**src/rtl/core/bamb_filter.sv**
```systemverilog
// ----------------------------------------------------------------------------
// bamb_filter
// Two-stage bilinear mix of four texels into one rounded alpha.
// ----------------------------------------------------------------------------
module bamb_filter (
	input  logic       clk,
	input  logic       en,
	input  logic [7:0] t00,
	input  logic [7:0] t01,
	input  logic [7:0] t10,
	input  logic [7:0] t11,
	input  logic [7:0] fx,
	input  logic [7:0] fy,
	output logic [7:0] alpha
);

	logic [15:0] a0_s5, a1_s5;
	logic [7:0]  fy_s5;
	logic [7:0]  alpha_s6;

	logic [8:0]  wx0, wy0;
	logic [23:0] sum;

	assign wx0 = 9'd256 - {1'b0, fx};
	assign wy0 = 9'd256 - {1'b0, fy_s5};
	assign sum = 24'(a0_s5 * wy0) + 24'(a1_s5 * {1'b0, fy_s5}) + 24'd32768;

	always_ff @(posedge clk) begin
		if (en) begin
			a0_s5    <= 16'(t00 * wx0) + 16'(t01 * fx);
			a1_s5    <= 16'(t10 * wx0) + 16'(t11 * fx);
			fy_s5    <= fy;
			alpha_s6 <= sum[23:16];
		end
	end

	assign alpha = alpha_s6;

endmodule

```
**config.mk**
```make
export PLATFORM = sky130hd
export DESIGN_NAME = bamb_filter
export DESIGN_NICKNAME = d
export VERILOG_FILES = /design/src/rtl/core/bamb_filter.sv
export SDC_FILE = /design/constraint.sdc
export NUM_CORES = 1
export LEC_CHECK = 0
export BUFFER_PORTS_ARGS = -buffer_cell sky130_fd_sc_hd__buf_2
export CAP_MARGIN = 20
export CORE_MARGIN = 5
export CORE_UTILIZATION = 60
export DETAILED_ROUTE_END_ITERATION = 7
export PLACE_DENSITY_LB_ADDON = 0.12
export SLEW_MARGIN = 25
export SYNTH_ARGS = -nofsm -noshare
export SYNTH_HDL_FRONTEND = slang
export SYNTH_SLANG_ARGS = --single-unit
```
**constraint.sdc**
```tcl
create_clock -name clk -period 14 [get_ports clk]
set_input_delay 3.5 -clock clk [delete_from_list [all_inputs] [get_ports clk]]
set_output_delay 3.5 -clock clk [all_outputs]
set_load 0.02 [all_outputs]
```
==> results.toml, run 1 <==
[clocking]
clkTransAtPathRegs_ns = 0.06
cts-resized-gates = 0
cts_tree = "yes"
cts.repair_timing.setup_buffer_count = 0
cts.htree.levels = 2
clk_latency_ns = 0.31
numClockSinks = 48
cts_buffers = 5
clock-root-buffer = "clkbuf_16"
number_of_buffers_between_clock_root_and_the_deepest_sink = 2
postCtsHoldBufs = 0

[synthesis]
synth_async_sr_flop_share = 0
cell_area_after_synthesis_sq_um = 19230
syn_inst = 2072
yosys.cell_count.top_type = "inv_1"
seq_area_frac_synth = 0.07495
synth-edff-count = 48
synthTopCellsByArea = "fa_1 (44%), ha_1 (14%), inv_1 (12%)"
synth.lib_cells_used.distinct = 41
yosysTopAreaCellShare = 0.4393
netlist_top_cells_count = "inv_1 (593), fa_1 (422), and2_1 (344), ha_1 (214), nand2_1 (208)"
post_synth.cell_area_avg_sq_um = 9.281
ys.warnings.count = 0
ys_dominant_reg_cell = "edfxtp_1"
synth-seq-cells = 48
synth_largest_area_cell = "fa_1"
mappedNetlistNets = 2758

[timing]
number_of_hold_violations_in_the_final_report = 0
timing_max_transition_violations_final = 0
worstMarginPinSlew_ns = 1.014
grt_setup_unrepaired = "no"
layout_setup_ws_ns = 4.082
fin_crit_ns = 9.918
maxSlewHeadroom = 0.3241
fmax_mhz = 100.8
final.setup.tns_ns = 0
final.setup_skew_ns = 0.01547
timing.final.crit_share = 0.7084
setup-violations-final = 0

[floorplan]
die_w_um = 189.0
coreArea_sq_um = 31640
starting_density_of_the_core = 0.6079
die_y_um = 189.0
die_ar_sq_um = 35730
io-pin-count = 58
num_rows = 65

[final_layout]
post_route_cells_drive_above_1_share = 0.04312
area_growth_from_synthesis_to_layout_pct = 4.496
finalNetCount = 2774
antenna_fix_cells = 0

[job]
cap_violations = 0

[min_path]
path_type_of_the_worst_min_delay_path = "register to register"

[setup_path]
worst_setup_path_end_kind = "register"
data_arrival_critical_path_ns = 9.97
timing.critical_path.required_ns = 14.05
worstSetupPathType = "input port to register"
worst-path-max-fanout = 34
startpoint_type = "input port"

[drt]
route.detailed.wl_per_inst_um = 16.64
route.antenna.remaining_nets = 0
vias = 12990
first_iter_violations = 417
detail_route.wirelength_um = 41410
route.detailed.drc = 0
post_drt_via_cell_ratio = 5.219
dr.pass1.iters = 5

[global_routing]
grt_antenna_before_repair = 0
grt_first_pass_wirelength_um = 72610
grt_remaining_overflow = 0
globalRouteTotalUtil = 0.2523
grt_start_max_net_pins = 49
first_global_vias = 14970

[placement]
io_buffer_count = 57
gp_routability_congestion = 0.8881
hpwl_um = 34950
preCtsSetupSlack_ns = 3.568

[outcome]
outcome = "finished clean"
## path summary, 6_finish.rpt
| kind | to | from | slack (ns) | depth (start not counted) |
|---|---|---|---|---|
| max | a1_s5[15]$_DFFE_PP_ | fx[0] | 4.08 | 23 |
| min | alpha[7]$_DFFE_PP_ | a0_s5[15]$_DFFE_PP_ | 1.07 | 3 |
| max reg2reg | alpha[6]$_DFFE_PP_ | fy_s5[3]$_DFFE_PP_ | 6.30 | 25 |
| min reg2reg | alpha[7]$_DFFE_PP_ | a0_s5[15]$_DFFE_PP_ | 1.07 | 3 |
## metal layers
metal / global-route usage / wire, um / vias to the layer above
met2: 0.4581 / 21160 / 268
li1: - / - / 5999
met3: 0.03005 / 1659 / 76
met5: 0 / 0 / -
met4: 0.07147 / 1080 / 0
met1: 0.3198 / 17510 / 6647
## cell type report
| class | instances | area [sq um] |
|---|---|---|
| multi-input combinational | 1371 | 15390 |
| sequential | 48 | 1441 |
| tap | 402 | 503.0 |
| clock buffer | 5 | 125.1 |
| fill | 2731 | 11540 |
| timing repair buffer | 69 | 377.9 |
| inverter | 593 | 2226 |
| clock inverter | 1 | 30.03 |
## cells in the final DEF (no fill, tap or decap), types with 2 or more instances in the layout
cell,n
buf_2,56
nor2b_1,2
or3_1,2
edfxtp_1,48
a21oi_1,23
xnor2_2,2
xnor2_1,44
nand4_1,2
a211oi_1,4
xor2_1,13
nand2_1,208
a21o_1,9
and3_1,3
o21bai_1,5
nor3_1,13
and2_1,344
clkbuf_16,5
a31oi_1,4
o211ai_1,2
fa_1,422
xor2_2,2
o21ai_0,3
ha_1,214
buf_4,13
o31ai_1,2
nor2_1,15
or2_2,4
nand3_1,11
inv_1,593
nand2b_1,2
## sequential cells by signal (all words and copies together), names as in the netlist
register	count
a0_s5	16
alpha	8
fy_s5	8
a1_s5	16
## worst max-delay path: stages
cell and delay (ns):
buf_2 0.49, inv_1 0.14, nand3_1 0.15, xor2_1 0.70, buf_4 0.32, nand2_1 0.09, fa_1 0.51, inv_1 0.05
fa_1 0.53, inv_1 0.05, fa_1 0.49, inv_1 0.06, fa_1 0.52, inv_1 0.05, fa_1 0.44, fa_1 0.48
inv_1 0.04, ha_1 0.30, or2_2 0.32, nand3_1 0.09, o221ai_1 0.16, o41ai_1 0.36, xnor2_1 0.10
## per-stage QoR
stage          area (sq um)  instances    util  hold slack (ns)
2_1_floorplan         19230       2072       -           0.8931
3_3_place_gp          19900       2483  0.6290            1.050
3_5_place_dp          19920       2483  0.6295            1.074
4_1_cts               20070       2489  0.6344            1.083
5_1_grt               20100       2489  0.6352            1.135
6_report              20100       2489  0.6352            1.071
## kinds of logic after synthesis
group           synth area share
xor+xnor                 0.02824
flops                    0.07495
buf+inv                   0.1275
fa+ha+maj                 0.5785
simple gates              0.1681
compound gates           0.02271
Power of run 1 is left out: the tool's default activity adds up to more than one toggle a clock period on the data nets, which glitch-free logic cannot reach.
==> run 2, diff against run 1 <==
==> constraint.sdc (replaced) <==
create_clock -name clk -period 9.2 [get_ports clk]
set_input_delay 2.3 -clock clk [delete_from_list [all_inputs] [get_ports clk]]
set_output_delay 2.3 -clock clk [all_outputs]
set_load 0.02 [all_outputs]
==> run 2 against run 1 <==
- worst setup slack lost 3.2 ns
- utilization is 0.17 points higher
- critical path depth fell by 1
- global-route usage fell by 0.64 points
- sequential share of layout area about the same
- critical path type unchanged
- highest routed layer unchanged
==> results.toml, run 2 (synthesis gave the netlist of run 1 again) <==
[outcome]
outcome = "finished clean"

[min_path]
path_type_of_the_worst_min_delay_path = "register to register"

[drt]
route.antenna.remaining_nets = 0
post_drt_via_cell_ratio = 5.248
detail_route.wirelength_um = 41410
vias = 13110
route.detailed.drc = 0
dr.pass1.iters = 5
first_iter_violations = 538
route.detailed.wl_per_inst_um = 16.57

[clocking]
numClockSinks = 48
clkTransAtPathRegs_ns = 0.07
cts.repair_timing.setup_buffer_count = 0
postCtsHoldBufs = 0
cts_buffers = 5
cts_tree = "yes"
clock-root-buffer = "clkbuf_16"
clk_latency_ns = 0.31
cts-resized-gates = 0
cts.htree.levels = 2
number_of_buffers_between_clock_root_and_the_deepest_sink = 2

[job]
cap_violations = 0

[global_routing]
grt_antenna_before_repair = 0
grt_first_pass_wirelength_um = 70750
grt_remaining_overflow = 0
globalRouteTotalUtil = 0.2459
first_global_vias = 14670
grt_start_max_net_pins = 34

[floorplan]
die_ar_sq_um = 35730
io-pin-count = 58
coreArea_sq_um = 31640
die_y_um = 189.0
starting_density_of_the_core = 0.6079
die_w_um = 189.0
num_rows = 65

[setup_path]
worstSetupPathType = "input port to register"
timing.critical_path.required_ns = 9.25
worst_setup_path_end_kind = "register"
worst-path-max-fanout = 18
data_arrival_critical_path_ns = 8.37
startpoint_type = "input port"

[final_layout]
largest_registers = "a0_s5 (16), a1_s5 (16)"
post_route_cells_drive_above_1_share = 0.04483
antenna_fix_cells = 0
layout.cells.most_common = "inv_1"
commonest_cells_after_routing_fill_and_taps_aside = "inv_1 (593), fa_1 (422), and2_1 (344), ha_1 (214), nand2_1 (208)"
area_growth_from_synthesis_to_layout_pct = 4.782
finalNetCount = 2782

[placement]
hpwl_um = 35300
io_buffer_count = 57
preCtsSetupSlack_ns = 0.6184
gp_routability_congestion = 0.8681

[timing]
number_of_hold_violations_in_the_final_report = 0
maxSlewHeadroom = 0.2893
grt_setup_unrepaired = "no"
layout_setup_ws_ns = 0.8819
fmax_mhz = 120.2
final.setup_skew_ns = 0.008511
final.setup.tns_ns = 0
timing.final.crit_share = 0.9041
worstMarginPinSlew_ns = 1.066
setup-violations-final = 0
fin_crit_ns = 8.318
timing_max_transition_violations_final = 0
==> run 2: changes by cell type in the layout (fill, tap and decap cells not counted), sizes merged <==
| cell | previous run | this run |
|---|---|---|
| inv | 593 | 594 |
| bufinv | 1 | 2 |
| buf | 69 | 77 |
==> run 2: metrics by stage <==
stage                     hold WS (ns)  utilization  instances  area, sq um
after global routing             1.083       0.6369       2499        20150
after global placement           1.046       0.6302       2490        19940
after CTS                        1.061       0.6369       2499        20150
final                            1.052       0.6369       2499        20150
after floorplan                 0.8931            -       2072        19230
after detailed placement         1.048       0.6308       2491        19960
==> run 2: critical path: stages <==
cell and delay, ns:
buf_2 0.29, inv_1 0.12, nand3_1 0.13, nor3_1 0.07, xnor2_1 0.62, buf_4 0.29
nand2_1 0.10, fa_1 0.52, fa_1 0.55, inv_1 0.06, fa_1 0.50, fa_1 0.52
fa_1 0.49, inv_1 0.05, fa_1 0.47, inv_1 0.04, ha_1 0.33, and3_1 0.20
a211oi_1 0.33, o31ai_1 0.13, a21oi_1 0.18, xnor2_1 0.08
==> run 2: path summary, 6_finish.rpt <==
| check | from | endpoint | slack, ns | cells after the start |
|---|---|---|---|---|
| setup / recovery | fx[1] | a0_s5[15]$_DFFE_PP_ | 0.88 | 22 |
| hold / removal | a0_s5[15]$_DFFE_PP_ | alpha[7]$_DFFE_PP_ | 1.05 | 3 |
| setup reg to reg | fy_s5[3]$_DFFE_PP_ | alpha[6]$_DFFE_PP_ | 1.67 | 25 |
| hold reg to reg | a0_s5[15]$_DFFE_PP_ | alpha[7]$_DFFE_PP_ | 1.05 | 3 |
==> run 2: cell type report <==
cell class | count | area [sq um]
flip-flops and latches | 48 | 1441
well taps | 402 | 503.0
repair buffers | 77 | 447.9
multi-input cells | 1371 | 15340
clock buffers | 5 | 125.1
clock inverters | 3 | 68.82
fillers | 2720 | 11490
inverters | 593 | 2226
==> run 2: layer usage <==
layer / global-route usage / wire length [um] / up-vias
met5: 0 / 0 / -
met4: 0.07623 / 1200 / 0
met3: 0.02046 / 1675 / 72
met2: 0.4417 / 20790 / 329
met1: 0.3188 / 17750 / 6693
li1: - / - / 6020
Power of run 2 is left out for the same reason.
