**src/rtl/core/bamb_pkg.sv**
```systemverilog
// ----------------------------------------------------------------------------
// bamb_pkg
// Types, constants and register codes shared by the alpha mask blend block.
// ----------------------------------------------------------------------------
package bamb_pkg;

	localparam int MASK_SIDE  = 64;
	localparam int MASK_LOG   = $clog2(MASK_SIDE);
	localparam int MASK_DEPTH = MASK_SIDE * MASK_SIDE;
	// Mask position with 8 fraction bits, 0 .. (MASK_SIDE-1)*256.
	localparam int POS_W      = MASK_LOG + 8;
	localparam int POS_TOP    = (MASK_SIDE - 1) * 256;
	// The mask is split into four banks by row and column parity.
	localparam int BANK_AW    = 2 * (MASK_LOG - 1);

	localparam int CFG_W      = 24;

	typedef enum logic [2:0] {
		REG_SCREEN_WIDTH,
		REG_SCREEN_HEIGHT,
		REG_ORIGIN_X,
		REG_ORIGIN_Y,
		REG_MASK_STEP,
		REG_TINT_RED,
		REG_TINT_GREEN,
		REG_TINT_BLUE
	} cfg_reg_t;

	localparam logic KIND_LOAD  = 1'b0;
	localparam logic KIND_PIXEL = 1'b1;

	typedef struct packed {
		logic        kind;
		logic [11:0] texel_index;
		logic [7:0]  texel_alpha;
		logic [9:0]  pixel_x;
		logic [9:0]  pixel_y;
		logic [31:0] old_pixel;
	} in_item_t;

	typedef struct packed {
		logic [31:0] new_pixel;
		logic        drawn;
	} out_item_t;

	typedef struct packed {
		logic [7:0] red;
		logic [7:0] green;
		logic [7:0] blue;
	} tint_t;

endpackage

```
**src/rtl/core/bamb_blend.sv**
```systemverilog
// ----------------------------------------------------------------------------
// bamb_blend
// Per-channel tint blend with the divide by 255 done as add and shift.
// ----------------------------------------------------------------------------
module bamb_blend (
	input  logic            clk,
	input  logic            en,
	input  bamb_pkg::tint_t tint,
	input  logic [23:0]     old_rgb,
	input  logic [7:0]      alpha,
	output logic [23:0]     new_rgb
);

	logic [15:0] n_s7 [3];

	logic [7:0] tc [3];
	logic [7:0] inv;
	logic [15:0] qsum [3];

	assign tc[0] = tint.red;
	assign tc[1] = tint.green;
	assign tc[2] = tint.blue;
	assign inv   = 8'd255 - alpha;

	// For n below 65535, (n + (n >> 8) + 1) >> 8 equals n / 255. The quotient
	// is left unregistered here and lands in the output register of the top.
	always_comb begin
		for (int c = 0; c < 3; c++) begin
			qsum[c] = n_s7[c] + 16'(n_s7[c][15:8]) + 16'd1;
			new_rgb[8*c +: 8] = qsum[c][15:8];
		end
	end

	always_ff @(posedge clk) begin
		if (en) begin
			for (int c = 0; c < 3; c++) begin
				n_s7[c] <= 16'(tc[c] * alpha) + 16'(old_rgb[8*c +: 8] * inv) + 16'd127;
			end
		end
	end

endmodule

```
**config.mk**
```make
export PLATFORM = sky130hd
export DESIGN_NAME = bamb_blend
export DESIGN_NICKNAME = d
export VERILOG_FILES = /design/src/rtl/core/bamb_pkg.sv /design/src/rtl/core/bamb_blend.sv
export SDC_FILE = /design/constraint.sdc
export NUM_CORES = 1
export LEC_CHECK = 0
export BUFFER_PORTS_ARGS = -buffer_cell sky130_fd_sc_hd__buf_2
export CORE_MARGIN = 10
export CORE_UTILIZATION = 60
export DETAILED_ROUTE_END_ITERATION = 8
export GPL_TIMING_DRIVEN = 0
export PLACE_DENSITY_LB_ADDON = 0.25
export SLEW_MARGIN = 20
export SYNTH_ARGS = -nofsm -noshare
export SYNTH_HDL_FRONTEND = slang
export SYNTH_SLANG_ARGS = --single-unit
export TNS_END_PERCENT = 20
```
**constraint.sdc**
```tcl
create_clock -name clk -period 10.6 [get_ports clk]
set_input_delay 0.53 -clock clk [delete_from_list [all_inputs] [get_ports clk]]
set_output_delay 0.53 -clock clk [all_outputs]
set_load 0.02 [all_outputs]
```
==> reports/metrics.yaml, run 1 <==
logic_synthesis:
  yosysSeqAreaShare_pct: 9.23
  synth.area.top_cells: "fa_1 (40%), ha_1 (15%), inv_1 (9.6%), edfxtp_1 (9.2%), nand2b_1 (4.2%)"
  syn_nets: 2199
  synth_top_area_share_pct: 39.6
  synth_top_family_by_area: "adder cells"
  yosysTopAreaCell: "fa_1"
  synth_flop_cell: "edfxtp_1"
  avgSynthCellArea_sq_um: 9.51
  synth_edf_count: 48
  yosysWarnings: 0
  synth_xor_area_share_pct: 3.93
  muxShareOfSynthArea_pct: 0
  synth_cells: 1643
  synth_compound_area_share_pct: 4.71
  netlist_area_sq_um: 15600
  synthArstFlopShare_pct: 0
  ys_ff_latch: 48
  synth-simple-area-share_pct: 16.7
  synth_cell_type_count: 47
  synth_fa_ha_area_share_pct: 54.7
cells_and_area:
  layout_common_cells: "inv_1 (399), fa_1 (309), ha_1 (189)"
  reg_top3: "n_s7: 48 flops"
  nets: 2277
  largest_reg_flops: 48
  syn_to_final_growth_pct: 6.07
  max_flop_register: "n_s7"
  final_common_cell: "inv_1"
  drive_gt1_share_pct: 5.23
critical_path:
  crit_family: "adder cells"
  path_cells: "clkbuf_1 -> clkbuf_1 -> nand2_1 -> fa_1 -> fa_1 -> inv_1 -> fa_1 -> fa_1 -> fa_1 -> inv_1 -> fa_1 -> inv_1 -> ha_1 -> o21ai_0 -> nand2b_1 -> a31oi_1 -> o21ai_0 -> a21oi_1 -> xnor2_1"
  critPathSlowestCell: "clkbuf_1"
  cp-startpoint: "alpha[1]"
  end_kind: "register"
  path_common_cell: "fa_1"
  cp_max_fo: 10
  critPathLaunchType: "primary input"
  arrival_ps: 6440
  setup.worst_path.class: "in -> reg"
  crit_required_ps: 10660
  critPathMaxStageDelay_ps: 730
  cp_num_cells: 19
  endpoint: "n_s7[0][28]"
  cp_num_buf_inv: 5
place:
  io_buffer_count: 71
  place_congestion: 0.912
  hpwl_mm: 30.4
worst_hold_path:
  min_from: "en"
  hold_path.class: "in -> reg"
die:
  fp.dieH_um: 181
  die_w_um: 181
  coreArea_sq_um: 25400
  rows: 58
  initial_core_util_pct: 61.5
  io-pin-count: 82
  dieArea_sq_um: 32900
clock_network:
  clk_pin_slew_ps: 70
  cts_tree: "built"
  htreeDepth: 2
  ctsResizeCount: 0
  post_cts_buffers: 0
  clockRootBuffer: "clkbuf_16"
  clk_path_buf_depth: 2
  clock_sinks: 48
  ctsHoldBuffers: 0
  numCtsBuffers: 5
route:
  first_pass_iters: 5
  ant_nets: 0
  via_count: 11200
  vias_per_cell: 5.45
  route.detailed.drc: 0
  wl_mm: 36.0
  wire_per_inst_um: 17.5
  drtIter0Drc: 738
status:
  status: "finished clean"
global_route:
  grt-ovfl-total: 0
  grt_max_degree: 49
  track_usage_pct: 22.7
  grt_pass1_vias: 11900
  grt_first_pass_wirelength_mm: 60.0
  antenna_found_initial: 2
job:
  drv_cap: 0
sta:
  tightest_slew_ps: 898
  rsz0062_at_grt: "no"
  hold_viol_final: 0
  fmax_mhz: 157
  setup_tns_ps: 0
  fin_crit_sh_pct: 60.2
  setup_viol: 0
  slew_headroom_pct: 40.1
  drv_slew: 0
  finalCriticalPeriod_ps: 6390
==> metrics by stage <==
step           std cells  area (sq um)  utilization [%]  worst slack (ps)  hold WS, ps
6_report            2054         16600             65.2              4210          756
5_1_grt             2052         16600             65.2              3900          772
4_1_cts             2052         16600             65.2              4300          749
3_5_place_dp        2044         16400             64.5              3980         1080
3_3_place_gp        2044         16400             64.5              4070         1070
2_1_floorplan       1643         15600                -              4890          642
==> Yosys cell counts, types with 27 or more instances <==
| cell type | instances |
|---|---|
| clkbuf_1 | 40 |
| edfxtp_1 | 48 |
| xnor2_1 | 43 |
| nor2b_1 | 95 |
| ha_1 | 189 |
| nand2_1 | 119 |
| a21oi_1 | 35 |
| inv_1 | 399 |
| fa_1 | 309 |
| nand2b_1 | 106 |
| and2_1 | 92 |
| xor2_1 | 27 |
==> cell families (layout without fill, tap and decap cells) <==
family / count (synthesis) / count (layout)
buffers and inverters: 443 / 522
AO/OA/AOI/OAI: 114 / 114
adder cells (fa/ha/maj): 498 / 498
flip-flops: 48 / 48
XOR/XNOR: 70 / 70
other: 0 / 2
AND/OR/NAND/NOR: 470 / 470
==> per-layer routing <==
layer	part of all wire, %	wire, um	GRT usage [%]
met3	8.1	2920	3.68
met1	39	14100	29.1
met5	0	0	0
met2	50	18000	38.9
met4	2.8	1010	6.18
==> worst min path at each step <==
stage / to / slack (ps) / depth (start not counted)
6_report: n_s7[0][28] / 760 / 1
5_1_grt: n_s7[0][32] / 770 / 3
4_1_cts: n_s7[0][32] / 750 / 3
3_5_place_dp: n_s7[0][32] / 1080 / 3
3_3_place_gp: n_s7[0][32] / 1070 / 3
2_1_floorplan: n_s7[0][0] / 640 / 0
==> final cells by class <==
type	count	area, sq um
clock buffers	5	125
clock inverters	3	47.5
flip-flops and latches	48	1440
multi-input cells	1152	12500
well taps	330	413
fillers	2104	8830
plain buffers	44	176
repair buffers	71	358
diodes	2	5.00
inverters	399	1500
Power of run 1 is not shown: default switching activity piles up to over one toggle a cycle in this logic, so the estimate is an artifact.
==> inputs of run 2 (changes only) <==
--- a/config.mk
+++ b/config.mk
@@ -5,6 +5,7 @@
 export SDC_FILE = /design/constraint.sdc
 export NUM_CORES = 1
 export LEC_CHECK = 0
+export ABC_AREA = 1
 export BUFFER_PORTS_ARGS = -buffer_cell sky130_fd_sc_hd__buf_2
 export CORE_MARGIN = 10
 export CORE_UTILIZATION = 60
==> constraint.sdc (replaced) <==
create_clock -name clk -period 6.34 [get_ports clk]
set_input_delay 0.317 -clock clk [delete_from_list [all_inputs] [get_ports clk]]
set_output_delay 0.317 -clock clk [all_outputs]
set_load 0.02 [all_outputs]
==> reports/metrics.yaml, run 2 <==
critical_path:
  setup.worst_path.class: "in -> reg"  # unchanged
  cp_max_fo: 10  # unchanged
  arrival_ps: 5730  # was 6440 ps
  critPathLaunchType: "primary input"  # unchanged
  crit_required_ps: 6370  # was 10,660 ps
  end_kind: "register"  # unchanged
clock_network:
  clockRootBuffer: "clkbuf_16"  # unchanged
  clk_path_buf_depth: 2  # unchanged
  ctsResizeCount: 0  # unchanged
  ctsHoldBuffers: 0  # unchanged
  numCtsBuffers: 5  # unchanged
  cts_tree: "built"  # unchanged
  htreeDepth: 2  # unchanged
  post_cts_buffers: 0  # unchanged
  clk_pin_slew_ps: 60  # was 70 ps
  clock_sinks: 48  # unchanged
route:
  wire_per_inst_um: 15.2  # was 17.5 um
  drtIter0Drc: 964  # was 738
  first_pass_iters: 8  # was 5
  via_count: 14300  # was 11,200
  vias_per_cell: 5.14  # was 5.45
  ant_nets: 0  # unchanged
  wl_mm: 42.3  # was 36.0 mm
  route.detailed.drc: 0  # unchanged
global_route:
  grt_first_pass_wirelength_mm: 71.5  # was 60.0 mm
  grt_max_degree: 49  # unchanged
  grt-ovfl-total: 0  # unchanged
  antenna_found_initial: 3  # was 2
  grt_pass1_vias: 15000  # was 11,900
  track_usage_pct: 24.7  # was 22.7%
logic_synthesis:
  synth_top_area_share_pct: 36.0  # was 39.6%
  avgSynthCellArea_sq_um: 7.35  # was 9.51 sq um
  syn_nets: 2896  # was 2,199
  synth_fa_ha_area_share_pct: 49.7  # was 54.7%
  synth_flop_cell: "edfxtp_1"  # unchanged
  netlist_area_sq_um: 17200  # was 15,600 sq um
  synth_xor_area_share_pct: 1.22  # was 3.93%
  synth-simple-area-share_pct: 22.4  # was 16.7%
  synth_top_family_by_area: "adder cells"  # unchanged
  synth_cell_type_count: 28  # was 47
  synth.area.top_cells: "fa_1 (36%), inv_1 (15%), nand2_1 (14%), ha_1 (14%), edfxtp_1 (8.4%)"  # was fa_1 (40%), ha_1 (15%), inv_1 (9.6%), edfxtp_1 (9.2%), nand2b_1 (4.2%)
  muxShareOfSynthArea_pct: 0  # unchanged
  synth_compound_area_share_pct: 1.30  # was 4.71%
  synthArstFlopShare_pct: 0  # unchanged
  synth_common_cells: "inv_1 (698), nand2_1 (658), fa_1 (309)"  # was inv_1 (399), fa_1 (309), ha_1 (189)
  ys_ff_latch: 48  # unchanged
  yosysWarnings: 0  # unchanged
  synth_cells: 2340  # was 1,643
  synth_most_common_cell: "inv_1"  # unchanged
  yosysSeqAreaShare_pct: 8.38  # was 9.23%
  synth_edf_count: 48  # unchanged
  yosysTopAreaCell: "fa_1"  # unchanged
die:
  rows: 61  # was 58
  initial_core_util_pct: 61.4  # was 61.5%
  fp.dieH_um: 189  # was 181 um
  io-pin-count: 82  # unchanged
  die_w_um: 189  # was 181 um
  dieArea_sq_um: 35800  # was 32,900 sq um
  coreArea_sq_um: 28000  # was 25,400 sq um
cells_and_area:
  final_common_cell: "inv_1"  # unchanged
  max_flop_register: "n_s7"  # unchanged
  layout_common_cells: "inv_1 (698), nand2_1 (658), fa_1 (309)"  # was inv_1 (399), fa_1 (309), ha_1 (189)
  nets: 2952  # was 2,277
  largest_reg_flops: 48  # unchanged
  reg_top3: "n_s7: 48 flops"  # unchanged
  syn_to_final_growth_pct: 5.36  # was 6.07%
  drive_gt1_share_pct: 4.46  # was 5.23%
sta:
  slew_headroom_pct: 39.1  # was 40.1%
  rsz0062_at_grt: "no"  # unchanged
  fmax_mhz: 175
  hold_viol_final: 0  # unchanged
  tightest_slew_ps: 914  # was 898 ps
  setup_tns_ps: 0  # unchanged
  fin_crit_sh_pct: 89.9
  setup_viol: 0  # unchanged
  finalCriticalPeriod_ps: 5700
  drv_slew: 0  # unchanged
place:
  place_congestion: 0.936  # was 0.912
  io_buffer_count: 49  # was 71
  hpwl_mm: 36.5  # was 30.4 mm
status:
  status: "finished clean"  # unchanged
worst_hold_path:
  hold_path.class: "in -> reg"  # unchanged
job:
  drv_cap: 0  # unchanged
[run 2: cell types whose count changed after synthesis, sizes merged, moves of 15 or more]
cell    before  now
and2        92    8
buf          4   27
inv        399  703
nand2      119  666
nand2b     106    0
nand3       16   80
nor2        16  178
nor2b       95    0
o21ai       22    7
xnor2       43    6
[run 2: cell families after synthesis]
kind of cell,after synthesis
fa+ha+maj,498
flops,48
compound gates,40
buf+inv,768
simple gates,962
xor+xnor,24
[run 2: layout make-up]
class,count,area (sq um)
Antenna cell,3,7.51
Multi-Input combinational cell,1524,12800
Buffer,64,274
Clock buffer,5,125
Sequential cell,48,1440
Clock inverter,3,68.8
Timing Repair Buffer,49,248
Tap cell,378,473
Fill cell,2556,9890
Inverter,704,2640
[run 2: path summary, 6_finish.rpt]
kind                 start          end  slack, ps  cells past startpoint
setup / recovery  alpha[1]  n_s7[0][47]        640                     20
hold / removal          en  n_s7[0][44]        580                      1
[run 2: metrics by stage]
stage	hold WS, ps	cell area, sq um	utilization (%)	cells	setup WS (ps)
floorplan	429	17200	-	2340	1250
global placement	897	17900	64.0	2767	392
detailed placement	883	17900	64.0	2767	373
CTS	562	18100	64.6	2775	693
global route	593	18100	64.7	2778	274
finish	576	18100	64.7	2778	639
[run 2: layer usage]
layer	vias to the layer above	track usage (%)	part of all wire (%)
met5	-	0	0
met4	0	8.88	3.4
met3	97	5.38	9.0
met2	540	40.9	47
met1	6845	31.3	41
li1	6794	-	-
[run 2: worst max-delay path, stage by stage]
cell and delay [ps]:
clkbuf_1 280, clkbuf_1 720, nand2_1 180, fa_1 550, fa_1 550, inv_1 60
fa_1 490, inv_1 50, fa_1 550, fa_1 420, fa_1 490, inv_1 40
ha_1 340, nand2_1 90, inv_1 90, nand2_1 80, nor3_1 140, nand2_1 90
nand3_1 90, nand2_1 110
Power of run 2 is left out for the same reason.
