$ cat config.mk
export PLATFORM = sky130hd
export DESIGN_NAME = bamb_map_axis
export DESIGN_NICKNAME = d
export VERILOG_FILES = /design/src/rtl/core/bamb_pkg.sv /design/src/rtl/core/bamb_map_axis.sv
export SDC_FILE = /design/constraint.sdc
export NUM_CORES = 1
export LEC_CHECK = 0
export ABC_AREA = 0
export CAP_MARGIN = 40
export CORE_MARGIN = 5
export CORE_UTILIZATION = 70
export CTS_CLUSTER_DIAMETER = 150
export DETAILED_ROUTE_END_ITERATION = 10
export DONT_BUFFER_PORTS = 1
export PLACE_DENSITY = 0.85
export REMOVE_ABC_BUFFERS = 1
export SYNTH_ARGS = -nofsm -noshare
export SYNTH_HDL_FRONTEND = slang
export SYNTH_SLANG_ARGS = --single-unit
$ cat constraint.sdc
create_clock -name clk -period 22.1 [get_ports clk]
set_clock_uncertainty 0.1 [all_clocks]
set_input_delay 3.315 -clock clk [delete_from_list [all_inputs] [get_ports clk]]
set_output_delay 3.315 -clock clk [all_outputs]
set_load 0.02 [all_outputs]
$ cat src/rtl/core/bamb_pkg.sv
// ----------------------------------------------------------------------------
// bamb_pkg
// Types, constants and register codes shared by the alpha mask blend block.
// ----------------------------------------------------------------------------
package bamb_pkg;

	localparam int MASK_SIDE  = 64;
	localparam int MASK_LOG   = $clog2(MASK_SIDE);
	localparam int MASK_DEPTH = MASK_SIDE * MASK_SIDE;
	// Mask position with 8 fraction bits, 0 .. (MASK_SIDE-1)*256.
	localparam int POS_W      = MASK_LOG + 8;
	localparam int POS_TOP    = (MASK_SIDE - 1) * 256;
	// The mask is split into four banks by row and column parity.
	localparam int BANK_AW    = 2 * (MASK_LOG - 1);

	localparam int CFG_W      = 24;

	typedef enum logic [2:0] {
		REG_SCREEN_WIDTH,
		REG_SCREEN_HEIGHT,
		REG_ORIGIN_X,
		REG_ORIGIN_Y,
		REG_MASK_STEP,
		REG_TINT_RED,
		REG_TINT_GREEN,
		REG_TINT_BLUE
	} cfg_reg_t;

	localparam logic KIND_LOAD  = 1'b0;
	localparam logic KIND_PIXEL = 1'b1;

	typedef struct packed {
		logic        kind;
		logic [11:0] texel_index;
		logic [7:0]  texel_alpha;
		logic [9:0]  pixel_x;
		logic [9:0]  pixel_y;
		logic [31:0] old_pixel;
	} in_item_t;

	typedef struct packed {
		logic [31:0] new_pixel;
		logic        drawn;
	} out_item_t;

	typedef struct packed {
		logic [7:0] red;
		logic [7:0] green;
		logic [7:0] blue;
	} tint_t;

endpackage

$ cat src/rtl/core/bamb_map_axis.sv
// ----------------------------------------------------------------------------
// bamb_map_axis
// Three-stage mapping of one screen coordinate into clamped mask space.
// ----------------------------------------------------------------------------
module bamb_map_axis (
	input  logic                       clk,
	input  logic                       en,
	input  logic [9:0]                 pos,
	input  logic signed [18:0]         origin,
	input  logic [23:0]                step,
	output logic [bamb_pkg::POS_W-1:0] mpos
);

	logic signed [20:0] d_s1;
	logic signed [45:0] p_s2;
	logic [bamb_pkg::POS_W-1:0] s_s3;

	logic signed [20:0] d_next;
	logic [29:0] q;
	logic [29:0] s_raw;

	// Pixel centre relative to the mask edge, 8 fraction bits.
	assign d_next = $signed({3'b000, pos, 8'h80}) - 21'(origin);

	assign q     = p_s2[45:16];
	assign s_raw = q - 30'd128;

	always_ff @(posedge clk) begin
		if (en) begin
			d_s1 <= d_next;
			p_s2 <= d_s1 * $signed({1'b0, step});
			if (p_s2[45] || q < 30'd128) begin
				s_s3 <= '0;
			end else if (s_raw > 30'(bamb_pkg::POS_TOP)) begin
				s_s3 <= bamb_pkg::POS_W'(bamb_pkg::POS_TOP);
			end else begin
				s_s3 <= s_raw[bamb_pkg::POS_W-1:0];
			end
		end
	end

	assign mpos = s_s3;

endmodule

==> results of run 1 <==
[stage by stage]
stage | utilization | hold WS (ns) | instance area [um2] | setup slack, ns | instances
2_1_floorplan | - | 0.4250 | 18370 | 12.72 | 1901
3_3_place_gp | 0.7188 | 0.4482 | 18840 | 12.37 | 2242
3_5_place_dp | 0.7295 | 0.4566 | 19120 | 12.24 | 2254
4_1_cts | 0.7415 | 0.4697 | 19430 | 12.56 | 2270
5_1_grt | 0.7419 | 0.4861 | 19440 | 12.27 | 2271
6_report | 0.7419 | 0.4757 | 19440 | 12.49 | 2271
[worst register-to-register path, cell delays in order (launching register included)]
cell,delay (ns)
sky130_fd_sc_hd__edfxtp_1,0.36
sky130_fd_sc_hd__buf_4,0.23
sky130_fd_sc_hd__inv_1,0.51
sky130_fd_sc_hd__nor2_1,0.15
sky130_fd_sc_hd__fa_1,0.54
sky130_fd_sc_hd__fa_1,0.46
sky130_fd_sc_hd__fa_1,0.51
sky130_fd_sc_hd__fa_1,0.56
sky130_fd_sc_hd__fa_1,0.45
sky130_fd_sc_hd__fa_1,0.50
sky130_fd_sc_hd__inv_1,0.06
sky130_fd_sc_hd__fa_1,0.48
sky130_fd_sc_hd__inv_1,0.04
sky130_fd_sc_hd__ha_1,0.36
sky130_fd_sc_hd__nand3_1,0.13
sky130_fd_sc_hd__nor3_1,0.07
sky130_fd_sc_hd__o21ai_0,0.40
sky130_fd_sc_hd__nand3_1,0.18
sky130_fd_sc_hd__o2111a_1,0.34
sky130_fd_sc_hd__a31o_1,0.29
sky130_fd_sc_hd__a31oi_1,0.30
sky130_fd_sc_hd__o21bai_1,0.12
sky130_fd_sc_hd__xor2_1,0.15
[kinds of logic after synthesis]
group                    Yosys count  share of synthesized area
AO/OA/AOI/OAI                    148                    0.05297
XOR/XNOR                          52                    0.02431
adder cells (fa/ha/maj)          582                     0.5459
buffers and inverters            541                     0.1088
flip-flops                        63                     0.1010
multiplexers                       2                   0.001136
AND/OR/NAND/NOR                  606                     0.1659
[final timing paths]
check	end	slack, ns
min reg2reg	mpos[6]	0.48
max reg2reg	p_s2[42]	14.56
max	p_s2[42]	12.49
min	mpos[6]	0.48
[synthesized netlist by cell type, types with 2 or more instances]
cell,n,area share
sky130_fd_sc_hd__a2111oi_0,2,0.00094
sky130_fd_sc_hd__a211oi_1,5,0.0020
sky130_fd_sc_hd__a21boi_0,2,0.00080
sky130_fd_sc_hd__a21o_1,24,0.0096
sky130_fd_sc_hd__a21oi_1,45,0.012
sky130_fd_sc_hd__a31o_1,3,0.0014
sky130_fd_sc_hd__a31oi_1,7,0.0023
sky130_fd_sc_hd__a41oi_1,3,0.0014
sky130_fd_sc_hd__and2_1,246,0.082
sky130_fd_sc_hd__and3_1,4,0.0013
sky130_fd_sc_hd__and4_1,3,0.0014
sky130_fd_sc_hd__clkbuf_1,91,0.018
sky130_fd_sc_hd__edfxtp_1,63,0.10
sky130_fd_sc_hd__fa_1,392,0.42
sky130_fd_sc_hd__ha_1,190,0.13
sky130_fd_sc_hd__inv_1,448,0.090
sky130_fd_sc_hd__nand2_1,241,0.048
sky130_fd_sc_hd__nand2b_1,15,0.0050
sky130_fd_sc_hd__nand3_1,11,0.0029
sky130_fd_sc_hd__nand3b_1,4,0.0016
sky130_fd_sc_hd__nand4_1,8,0.0027
sky130_fd_sc_hd__nor2_1,35,0.0070
sky130_fd_sc_hd__nor2b_1,5,0.0017
sky130_fd_sc_hd__nor3_1,12,0.0032
sky130_fd_sc_hd__nor3b_1,5,0.0020
sky130_fd_sc_hd__nor4_1,8,0.0027
sky130_fd_sc_hd__o2111ai_1,2,0.00094
sky130_fd_sc_hd__o21a_1,5,0.0020
sky130_fd_sc_hd__o21ai_0,7,0.0019
sky130_fd_sc_hd__o21ai_1,13,0.0035
sky130_fd_sc_hd__o21bai_1,8,0.0032
sky130_fd_sc_hd__o311ai_1,3,0.0014
sky130_fd_sc_hd__o31ai_1,2,0.00080
sky130_fd_sc_hd__o32ai_1,3,0.0014
sky130_fd_sc_hd__o41ai_1,2,0.00094
sky130_fd_sc_hd__or2_1,2,0.00067
sky130_fd_sc_hd__xnor2_1,35,0.016
sky130_fd_sc_hd__xor2_1,17,0.0079
[sequential cells by signal (all words and copies together) (netlist names)]
| name | count |
|---|---|
| d_s1 | 20 |
| p_s2 | 29 |
| mpos | 14 |
[per-layer routing]
| layer | GRT usage | vias up | wire, um | share of wire |
|---|---|---|---|---|
| met5 | 0 | - | 0 | 0 |
| met4 | 0.1732 | 0 | 2940 | 0.063 |
| met3 | 0.05016 | 211 | 3596 | 0.078 |
| met2 | 0.5512 | 705 | 23330 | 0.50 |
| met1 | 0.3825 | 6891 | 16460 | 0.36 |
| li1 | - | 5894 | - | - |
[cell type report]
class                   instances  area (um2)
well taps                     335       419.2
clock inverters                 6       85.08
multi-input cells            1390       14800
repair buffers                 19       336.6
fillers                      1742        6763
flip-flops and latches         63        1892
inverters                     448        1682
clock buffers                  10       229.0
==> metrics, run 1 <==
number of instances on the worst hold path 1; Crit. End Element flop; final count of hold timing violations 0; share of synthesized area occupied by flip-flops and latches 0.1010; number of gates on the worst path with buffers counted 22; class of the tightest hold or removal check reg -> reg; Worst Setup SP step[10]; worst skew pair latency 0.33 ns; Post-layout nets between 2000 and 3000; post-cts gate resize count 0; post-synthesis cell type count 61; Horiz. Die Dim between 150 and 200 um; count of pins over their slew limit 0; Critical Setup Path Class in -> reg; Detail Route Antenna Nets 0; number of global-route vias before repair about 15000; initial standard-cell utilization of the core 0.7147; number of core rows 59; Port-buffer cells 0; Synth Instances ~2000; achievable clock frequency between 100 and 150 MHz; Buf+Inv Stages, Crit Path 4; Total Negative Setup Slacks 0 ns; most prevalent standard cell on the critical path sky130_fd_sc_hd__fa_1; clock edge transition at the registers on the reported setup and hold paths approximately 0.05 ns; synthesized area per cell about 9.4 um2; vertical die dimension approximately 170 um; CP Cell Sequence and2_1 -> fa_1 -> inv_1 -> fa_1 -> fa_1 -> inv_1 -> fa_1 -> fa_1 -> fa_1 -> inv_1 -> fa_1 -> inv_1 -> ha_1 -> nand3_1 -> nor3_1 -> nand4_1 -> a41oi_1 -> o2111a_1 -> a31o_1 -> a31oi_1 -> o21bai_1 -> xor2_1; pin count of the biggest net entering global routing 64; share of layout cells above drive strength 1 0.02118; wire length of the first global-routing pass 76.09 mm; cell count of the worst reg-to-reg path 22; dominant delay contributor by cell family on the critical path adder cells; final weighted congestion of routability-driven global placement approximately 0.92; Diodes inserted 0; core area 26210 um2; warnings from Yosys 0; setup repair after global routing missed its margin no; buffer depth of the longest clock path 2; maximum capacitance violations 0; HPWL reported at the end of detailed placement roughly 36 mm; proportion of register bits with asynchronous set or reset after synthesis 0; post-CTS setup-driven buffer insertion count 0; vias after detailed routing between 10000 and 15000; GRT Resource Usage Total 0.3178; number of detailed-routing iterations run before antenna repair 7; number of antenna violations at the first check in global routing 0; commonest cells after routing, fill and taps aside 448 x sky130_fd_sc_hd__inv_1, 392 x sky130_fd_sc_hd__fa_1, 246 x sky130_fd_sc_hd__and2_1; Finish-stage setup viols 0; CP max stage delay around 0.55 ns; Critical Path AT about 9.6 ns; CTS buffer count 9; # IOs 69; grt total ovfl 0; area of the mapped netlist ~19000 um2; drc violations 0; max-slew headroom at the worst pin 0.3707; Yosys reg bits between 60 and 70; status complete, no violations; number of buffers added to fix hold violations after cts 0; clock net sink count between 60 and 70; startpoint types input pin; Die ar. approximately 30000 um2; worst-margin pin slew around 0.94 ns; final routed wirelength across all metal layers ~46 mm; Via-to-Cell Ratio 6.033; most frequently used flop master after synthesis sky130_fd_sc_hd__edfxtp_1; Clock H-tree levels 3; Worst R2R Start d_s1[19]; number of synthesized flops with an enable pin 63; Wirelength per Cell ~20 um; final critical path time including I/O delays and setup slightly below 10 ns; initial DRC count roughly 950; most common library cell in the layout ignoring fill and taps sky130_fd_sc_hd__inv_1; Layout area overhead 3.807%; crit share post-route 0.4349; CTS Root Buffer Type sky130_fd_sc_hd__clkbuf_16; clock tree from TritonCTS yes; slowest stage cell on the critical path sky130_fd_sc_hd__fa_1; required time of the critical path 22.08 ns; Hold Path Origin p_s2[22]; largest driver fanout on the critical path 20
Power of run 1 is not shown: default switching activity piles up to over one toggle a cycle in this logic, so the estimate is an artifact.
==> inputs of run 2 (changes only) <==
Settings changed: ABC_AREA 0 to 1, CORE_UTILIZATION 70 to 61, PLACE_DENSITY 0.85 to 0.79.
Clock period 22.1 ns to 8.7 ns, I/O delays scaled along.
==> run 2 against run 1 <==
Against the previous run: sequential share of layout area shrank 0.74 points; via count increased by 17%; final cell count is 32% higher; worst hold slack improved by 0.0016 ns; worst setup slack worse by 11 ns; utilization fell by 9.7 points; global-route usage fell by 1.5 points; flip-flop and latch count did not move; synthesized cell count up 30%; routed wire length increased by 15%; highest routed layer unchanged.
==> metrics, run 2 <==
fillcell total 2750 (+58%); max-slew headroom at the worst pin 0.3759 (+0.005204); share of layout cells above drive strength 1 0.03099 (+0.009815); post-CTS setup-driven buffer insertion count 0 (unchanged); pin count of the biggest net entering global routing 64 (unchanged); Wirelength per Cell 17.87 um (-12%); clock net sink count 63 (unchanged); share of synthesized area occupied by flip-flops and latches 0.09360 (-0.007403); most common library cell in the layout ignoring fill and taps sky130_fd_sc_hd__inv_1; Synth Instances 2594 (+30%); class of the tightest hold or removal check reg -> reg; proportion of register bits with asynchronous set or reset after synthesis 0 (unchanged); CTS buffer count 9 (unchanged); synthesized area per cell 7.792 um2 (-17%); area of the mapped netlist 20210 um2 (+7.9%); number of synthesized flops with an enable pin 63 (unchanged); required time of the critical path 8.67 ns (-13.41 ns); worst skew pair latency 0.34 ns (about the same); post-synthesis cell type count 41 (-33%); Finish-stage setup viols 0 (unchanged); largest driver fanout on the critical path 14 (-30%); startpoint types flop; Total Negative Setup Slacks 0 ns (unchanged); clock edge transition at the registers on the reported setup and hold paths 0.07 ns (+0.02 ns); Reg area 1892 um2 (unchanged); HPWL reported at the end of detailed placement 44.87 mm (+24%); most frequent cell after synthesis sky130_fd_sc_hd__inv_1; core area 32620 um2 (+24%); grt total ovfl 0 (unchanged); setup repair after global routing missed its margin no; post-layout utilization of the core 0.6448 (-0.09710); count of pins over their slew limit 0 (unchanged); most common library cells after synthesis 779 x sky130_fd_sc_hd__inv_1, 636 x sky130_fd_sc_hd__nand2_1, 392 x sky130_fd_sc_hd__fa_1; maximum capacitance violations 0 (unchanged); Yosys reg bits 63 (unchanged); number of detailed-routing iterations run before antenna repair 8 (+1); post-cts gate resize count 0 (unchanged); Via-to-Cell Ratio 5.381 (-11%); Horiz. Die Dim 192.0 um (+11%); wire length of the first global-routing pass 87.41 mm (+15%); worst-margin pin slew 0.9361 ns (-0.007806 ns); most frequently used flop master after synthesis sky130_fd_sc_hd__edfxtp_1; final count of hold timing violations 0 (unchanged); number of core rows 66 (+12%); crit share post-route 0.8197; Layout Cell Area excl Fill 21030 um2 (+8.2%); GRT Resource Usage Total 0.3030 (-0.01482); initial DRC count 1200 (+26%); # IOs 69 (unchanged); final critical path time including I/O delays and setup 7.131 ns; status complete, no violations; achievable clock frequency 140.2 MHz; fraction of post-synthesis cell area in the top cell type by area 0.3883 (-0.03071); area of placed instances 20730 um2 (+8.5%); number of buffers added to fix hold violations after cts 0 (unchanged); vias after detailed routing 16100 (+17%); cell accounting for the most synthesized area sky130_fd_sc_hd__fa_1; Critical Setup Path Class reg -> reg; final weighted congestion of routability-driven global placement 0.9462 (+2.5%); Layout area overhead 4.067%; CTS Root Buffer Type sky130_fd_sc_hd__clkbuf_16; number of antenna violations at the first check in global routing 0 (unchanged); Die ar. 36880 um2 (+22%); initial standard-cell utilization of the core 0.6196 (-0.09509); Port-buffer cells 0 (unchanged); vertical die dimension 192.0 um (+11%); synth top area cells sky130_fd_sc_hd__fa_1 39%, sky130_fd_sc_hd__inv_1 14%, sky130_fd_sc_hd__nand2_1 12%; Critical Path AT 7.11 ns (-2.48 ns); commonest cells after routing, fill and taps aside 779 x sky130_fd_sc_hd__inv_1, 636 x sky130_fd_sc_hd__nand2_1, 392 x sky130_fd_sc_hd__fa_1; warnings from Yosys 0 (unchanged); multi-input gate area in the final layout 15050 um2 (+1.7%); buffer depth of the longest clock path 2 (unchanged); Post-layout nets 3181 (+24%); number of global-route vias before repair 17350 (+14%); Crit. End Element flop; final routed wirelength across all metal layers 53.44 mm (+15%); Clock H-tree levels 3 (unchanged); Diodes inserted 0 (unchanged); max FFs per register 29 (unchanged); Top reg by flops p_s2; Detail Route Antenna Nets 0 (unchanged); clock tree from TritonCTS yes; drc violations 0 (unchanged)
[run 2: layout make-up]
cell class / count / share of cell area
multi-input cells: 1663 / 0.7157
inverters: 780 / 0.1392
flip-flops and latches: 63 / 0.08994
well taps: 442 / 0.02629
repair buffers: 27 / 0.01463
clock buffers: 9 / 0.01071
clock inverters: 7 / 0.003510
[run 2: worst max-delay path, cell delays in order, from the launching register on]
cell and delay, ns:
sky130_fd_sc_hd__edfxtp_1 0.96, sky130_fd_sc_hd__buf_4 0.34, sky130_fd_sc_hd__nand2_1 0.10, sky130_fd_sc_hd__fa_1 0.53, sky130_fd_sc_hd__inv_1 0.05, sky130_fd_sc_hd__fa_1 0.48
sky130_fd_sc_hd__fa_1 0.59, sky130_fd_sc_hd__fa_1 0.44, sky130_fd_sc_hd__fa_1 0.46, sky130_fd_sc_hd__fa_1 0.49, sky130_fd_sc_hd__inv_1 0.05, sky130_fd_sc_hd__fa_1 0.47
sky130_fd_sc_hd__inv_1 0.04, sky130_fd_sc_hd__ha_1 0.33, sky130_fd_sc_hd__a21oi_1 0.24, sky130_fd_sc_hd__o21ai_0 0.18, sky130_fd_sc_hd__a21boi_0 0.45, sky130_fd_sc_hd__o22ai_1 0.15
sky130_fd_sc_hd__nor2_1 0.16, sky130_fd_sc_hd__nand3_1 0.09, sky130_fd_sc_hd__nand2_1 0.08, sky130_fd_sc_hd__nand2_1 0.06
[run 2: layer usage]
layer	vias to the layer above	part of all wire	GRT usage
li1	7388	-	-
met1	7857	0.39	0.3888
met2	696	0.48	0.5106
met3	155	0.084	0.06071
met4	0	0.043	0.1144
met5	-	0	0
[run 2: metrics by stage]
stage               instances  hold WS (ns)  worst slack, ns
finish                   2991        0.4774            1.569
global route             2991        0.5281            1.301
CTS                      2991        0.4768            1.684
detailed placement       2975        0.4614            1.463
global placement         2966        0.4609            1.448
floorplan                2506        0.4455            2.037
[run 2: kinds of logic (layout without fill, tap and decap cells)]
logic type               after synthesis  count (layout)  synth area share
AO/OA/AOI/OAI                        156             156           0.04302
XOR/XNOR                              44              44           0.01907
adder cells (fa/ha/maj)              582             582            0.5059
buffers and inverters                868             823            0.1616
flip-flops                            63              63           0.09360
AND/OR/NAND/NOR                      881             881            0.1769
[run 2: worst paths after layout]
| check | slack, ns | end | cells past startpoint | startpoint |
|---|---|---|---|---|
| max reg2reg | 1.57 | p_s2[39] | 21 | d_s1[11] |
| max | 1.57 | p_s2[39] | 21 | d_s1[11] |
| min reg2reg | 0.48 | mpos[4] | 2 | p_s2[20] |
| min | 0.48 | mpos[4] | 2 | p_s2[20] |
Power of run 2 is left out for the same reason.
==> inputs of run 3 (changes only) <==
Settings changed: ABC_AREA 1 to 0, CORE_UTILIZATION 61 to 68, PLACE_DENSITY 0.79 to 0.83.
Clock period 8.7 ns to 6.8 ns, I/O delays scaled along.
==> run 3 against run 2 <==
Against the previous run: the flow now finishes with violations (negative setup slack); worst setup slack worse by 1.7 ns; cell area down 1.6%; utilization up 12 points; sequential share of layout area up 0.14 points; register-to-register slack worse by 1.7 ns; global-route usage up 2.1 points; non-clock buffer count up 99; via count down 11%; final cell count down 20%; die area down 16%; critical path type is now in -> reg.
==> metrics, run 3 (synthesized netlist as in run 1, its figures left out) <==
Clock H-tree levels 3 (unchanged); max-slew headroom at the worst pin 0.5426 (+0.1667); Finish-stage setup viols 12 (+12); wire length of the first global-routing pass 78.92 mm (-9.7%); smallest setup slack after layout -0.1704 ns (-1.739 ns); CP max stage delay 0.54 ns (-0.42 ns); largest driver fanout on the critical path 20 (+6); required time of the critical path 6.77 ns (-1.90 ns); # IOs 69 (unchanged); clock edge transition at the registers on the reported setup and hold paths 0.05 ns (-0.02 ns); Via-to-Cell Ratio 6.040 (+12%); buffer depth of the longest clock path 2 (unchanged); dominant delay contributor by cell family on the critical path adder cells; Critical Path AT 6.95 ns (-0.16 ns); Port-buffer cells 0 (unchanged); Wirelength per Cell 20.71 um (+16%); pin count of the biggest net entering global routing 64 (unchanged); Post-layout nets 2675 (-16%); CTS buffer count 9 (unchanged); setup repair after global routing missed its margin yes; slowest stage cell on the critical path sky130_fd_sc_hd__fa_1; worst skew pair latency 0.33 ns (about the same); reg-to-reg setup timing slack -0.17 ns (-1.74 ns); initial standard-cell utilization of the core 0.6931 (+0.07342); vertical die dimension 176.0 um (-8.4%); Diodes inserted 0 (unchanged); crit share post-route 1.025; final count of hold timing violations 0 (unchanged); HPWL reported at the end of detailed placement 37.59 mm (-16%); Critical Setup Path Class in -> reg; GRT Resource Usage Total 0.3241 (+0.02116); number of gates on the worst path with buffers counted 23 (+9.5%); achievable clock frequency approximately 140 MHz; Worst R2R Start d_s1[8]; fillcell total 1661 (-40%); class of the tightest hold or removal check reg -> reg; CP Capture Point p_s2[42]; vias after detailed routing 14400 (-11%); final critical path time including I/O delays and setup 6.970 ns; CP Cell Sequence and2_4 -> fa_1 -> fa_1 -> inv_1 -> fa_1 -> inv_2 -> fa_1 -> fa_1 -> fa_1 -> inv_2 -> fa_1 -> inv_2 -> ha_4 -> a21oi_4 -> o22ai_2 -> o31ai_2 -> buf_4 -> a41oi_2 -> o2111a_2 -> a31o_4 -> a31oi_4 -> o21bai_1 -> xor2_1; maximum capacitance violations 0 (unchanged); initial DRC count 1133 (-5.6%); cell count of the worst reg-to-reg path 24 (+14%); max FFs per register 29 (unchanged); status complete, but fails checks; failing checks negative setup slack; number of antenna violations at the first check in global routing 0 (unchanged); number of core rows 60 (-9.1%); worst-margin pin slew 0.6772 ns (-0.2589 ns); share of layout cells above drive strength 1 0.1077 (+0.07669); core area 27030 um2 (-17%); grt total ovfl 0 (unchanged); final routed wirelength across all metal layers 49.37 mm (-7.6%); Horiz. Die Dim 176.0 um (-8.4%); number of buffers added to fix hold violations after cts 0 (unchanged); Top reg by flops p_s2; Buf+Inv Stages, Crit Path 5 (+1); number of global-route vias before repair 15990 (-7.8%); commonest cells after routing, fill and taps aside 437 x sky130_fd_sc_hd__inv_1, 382 x sky130_fd_sc_hd__fa_1, 238 x sky130_fd_sc_hd__nand2_1; drc violations 0 (unchanged); Detail Route Antenna Nets 0 (unchanged); most prevalent standard cell on the critical path sky130_fd_sc_hd__fa_1; Layout area overhead 10.53%; Worst Setup SP step[14]; Die ar. 30960 um2 (-16%); most common library cell in the layout ignoring fill and taps sky130_fd_sc_hd__inv_1; Crit. End Element flop; post-layout utilization of the core 0.7661 (+0.1212); startpoint types input pin; CTS Root Buffer Type sky130_fd_sc_hd__clkbuf_16; number of detailed-routing iterations run before antenna repair 6 (-2); final weighted congestion of routability-driven global placement 0.9188 (-2.9%); count of pins over their slew limit 0 (unchanged); reg-to-reg critical path endpoint p_s2[42]; clock net sink count 63 (unchanged); clock tree from TritonCTS yes
[run 3: cell types whose count changed in the layout (fill, tap and decap cells not counted), moves of 38 or more]
cell                      change
sky130_fd_sc_hd__and2_1     +237
sky130_fd_sc_hd__buf_4       +82
sky130_fd_sc_hd__o21ai_0     -38
sky130_fd_sc_hd__nand2_1    -398
sky130_fd_sc_hd__inv_1      -342
sky130_fd_sc_hd__nor2_1      -87
[run 3: layer usage]
layer	routed length, um	global-route usage	vias up
met5	0	0	-
met4	3818	0.1972	0
met3	4424	0.06231	270
met2	25060	0.5677	815
met1	16070	0.3682	7209
li1	-	-	6106
[run 3: final cells by class]
class	instances	area [um2]	area share
Clock buffer	10	229.0	0.01106
Clock inverter	6	61.31	0.002961
Tap cell	341	426.7	0.02061
Sequential cell	63	1892	0.09138
Inverter	448	1682	0.08122
Timing Repair Buffer	126	1242	0.06001
Multi-Input combinational cell	1390	15170	0.7328
[run 3: how the worst min path moves through the flow]
| stage | start | end | slack (ns) | depth (start not counted) |
|---|---|---|---|---|
| 2_1_floorplan | p_s2[19] | mpos[3] | 0.42 | 1 |
| 3_3_place_gp | p_s2[20] | mpos[4] | 0.44 | 1 |
| 3_5_place_dp | p_s2[20] | mpos[4] | 0.45 | 1 |
| 4_1_cts | p_s2[18] | mpos[2] | 0.47 | 1 |
| 5_1_grt | p_s2[18] | mpos[2] | 0.50 | 1 |
| 6_report | p_s2[20] | mpos[4] | 0.47 | 1 |
[run 3: stage by stage]
stage	cell area, um2	setup TNS [ns]	cells	hold WS (ns)	setup WS, ns
floorplan	18370	-1.225	1901	0.4250	-0.2845
global placement	19830	-5.311	2349	0.4394	-0.5318
detailed placement	19830	-7.266	2349	0.4526	-0.6986
CTS	20430	-0.09137	2377	0.4658	-0.03879
global route	20700	-3.475	2384	0.4988	-0.3604
finish	20700	-1.125	2384	0.4728	-0.1704
[run 3: timing repair]
item                                    4_1_cts  5_1_grt
gates resized for setup                      39       55
gates cloned                                  2        0
setup buffers                                10       10
endpoints found under the hold margin         0        0
endpoints found under the setup margin       12       19
pin swaps                                    32       51
Power of run 3 is left out for the same reason.
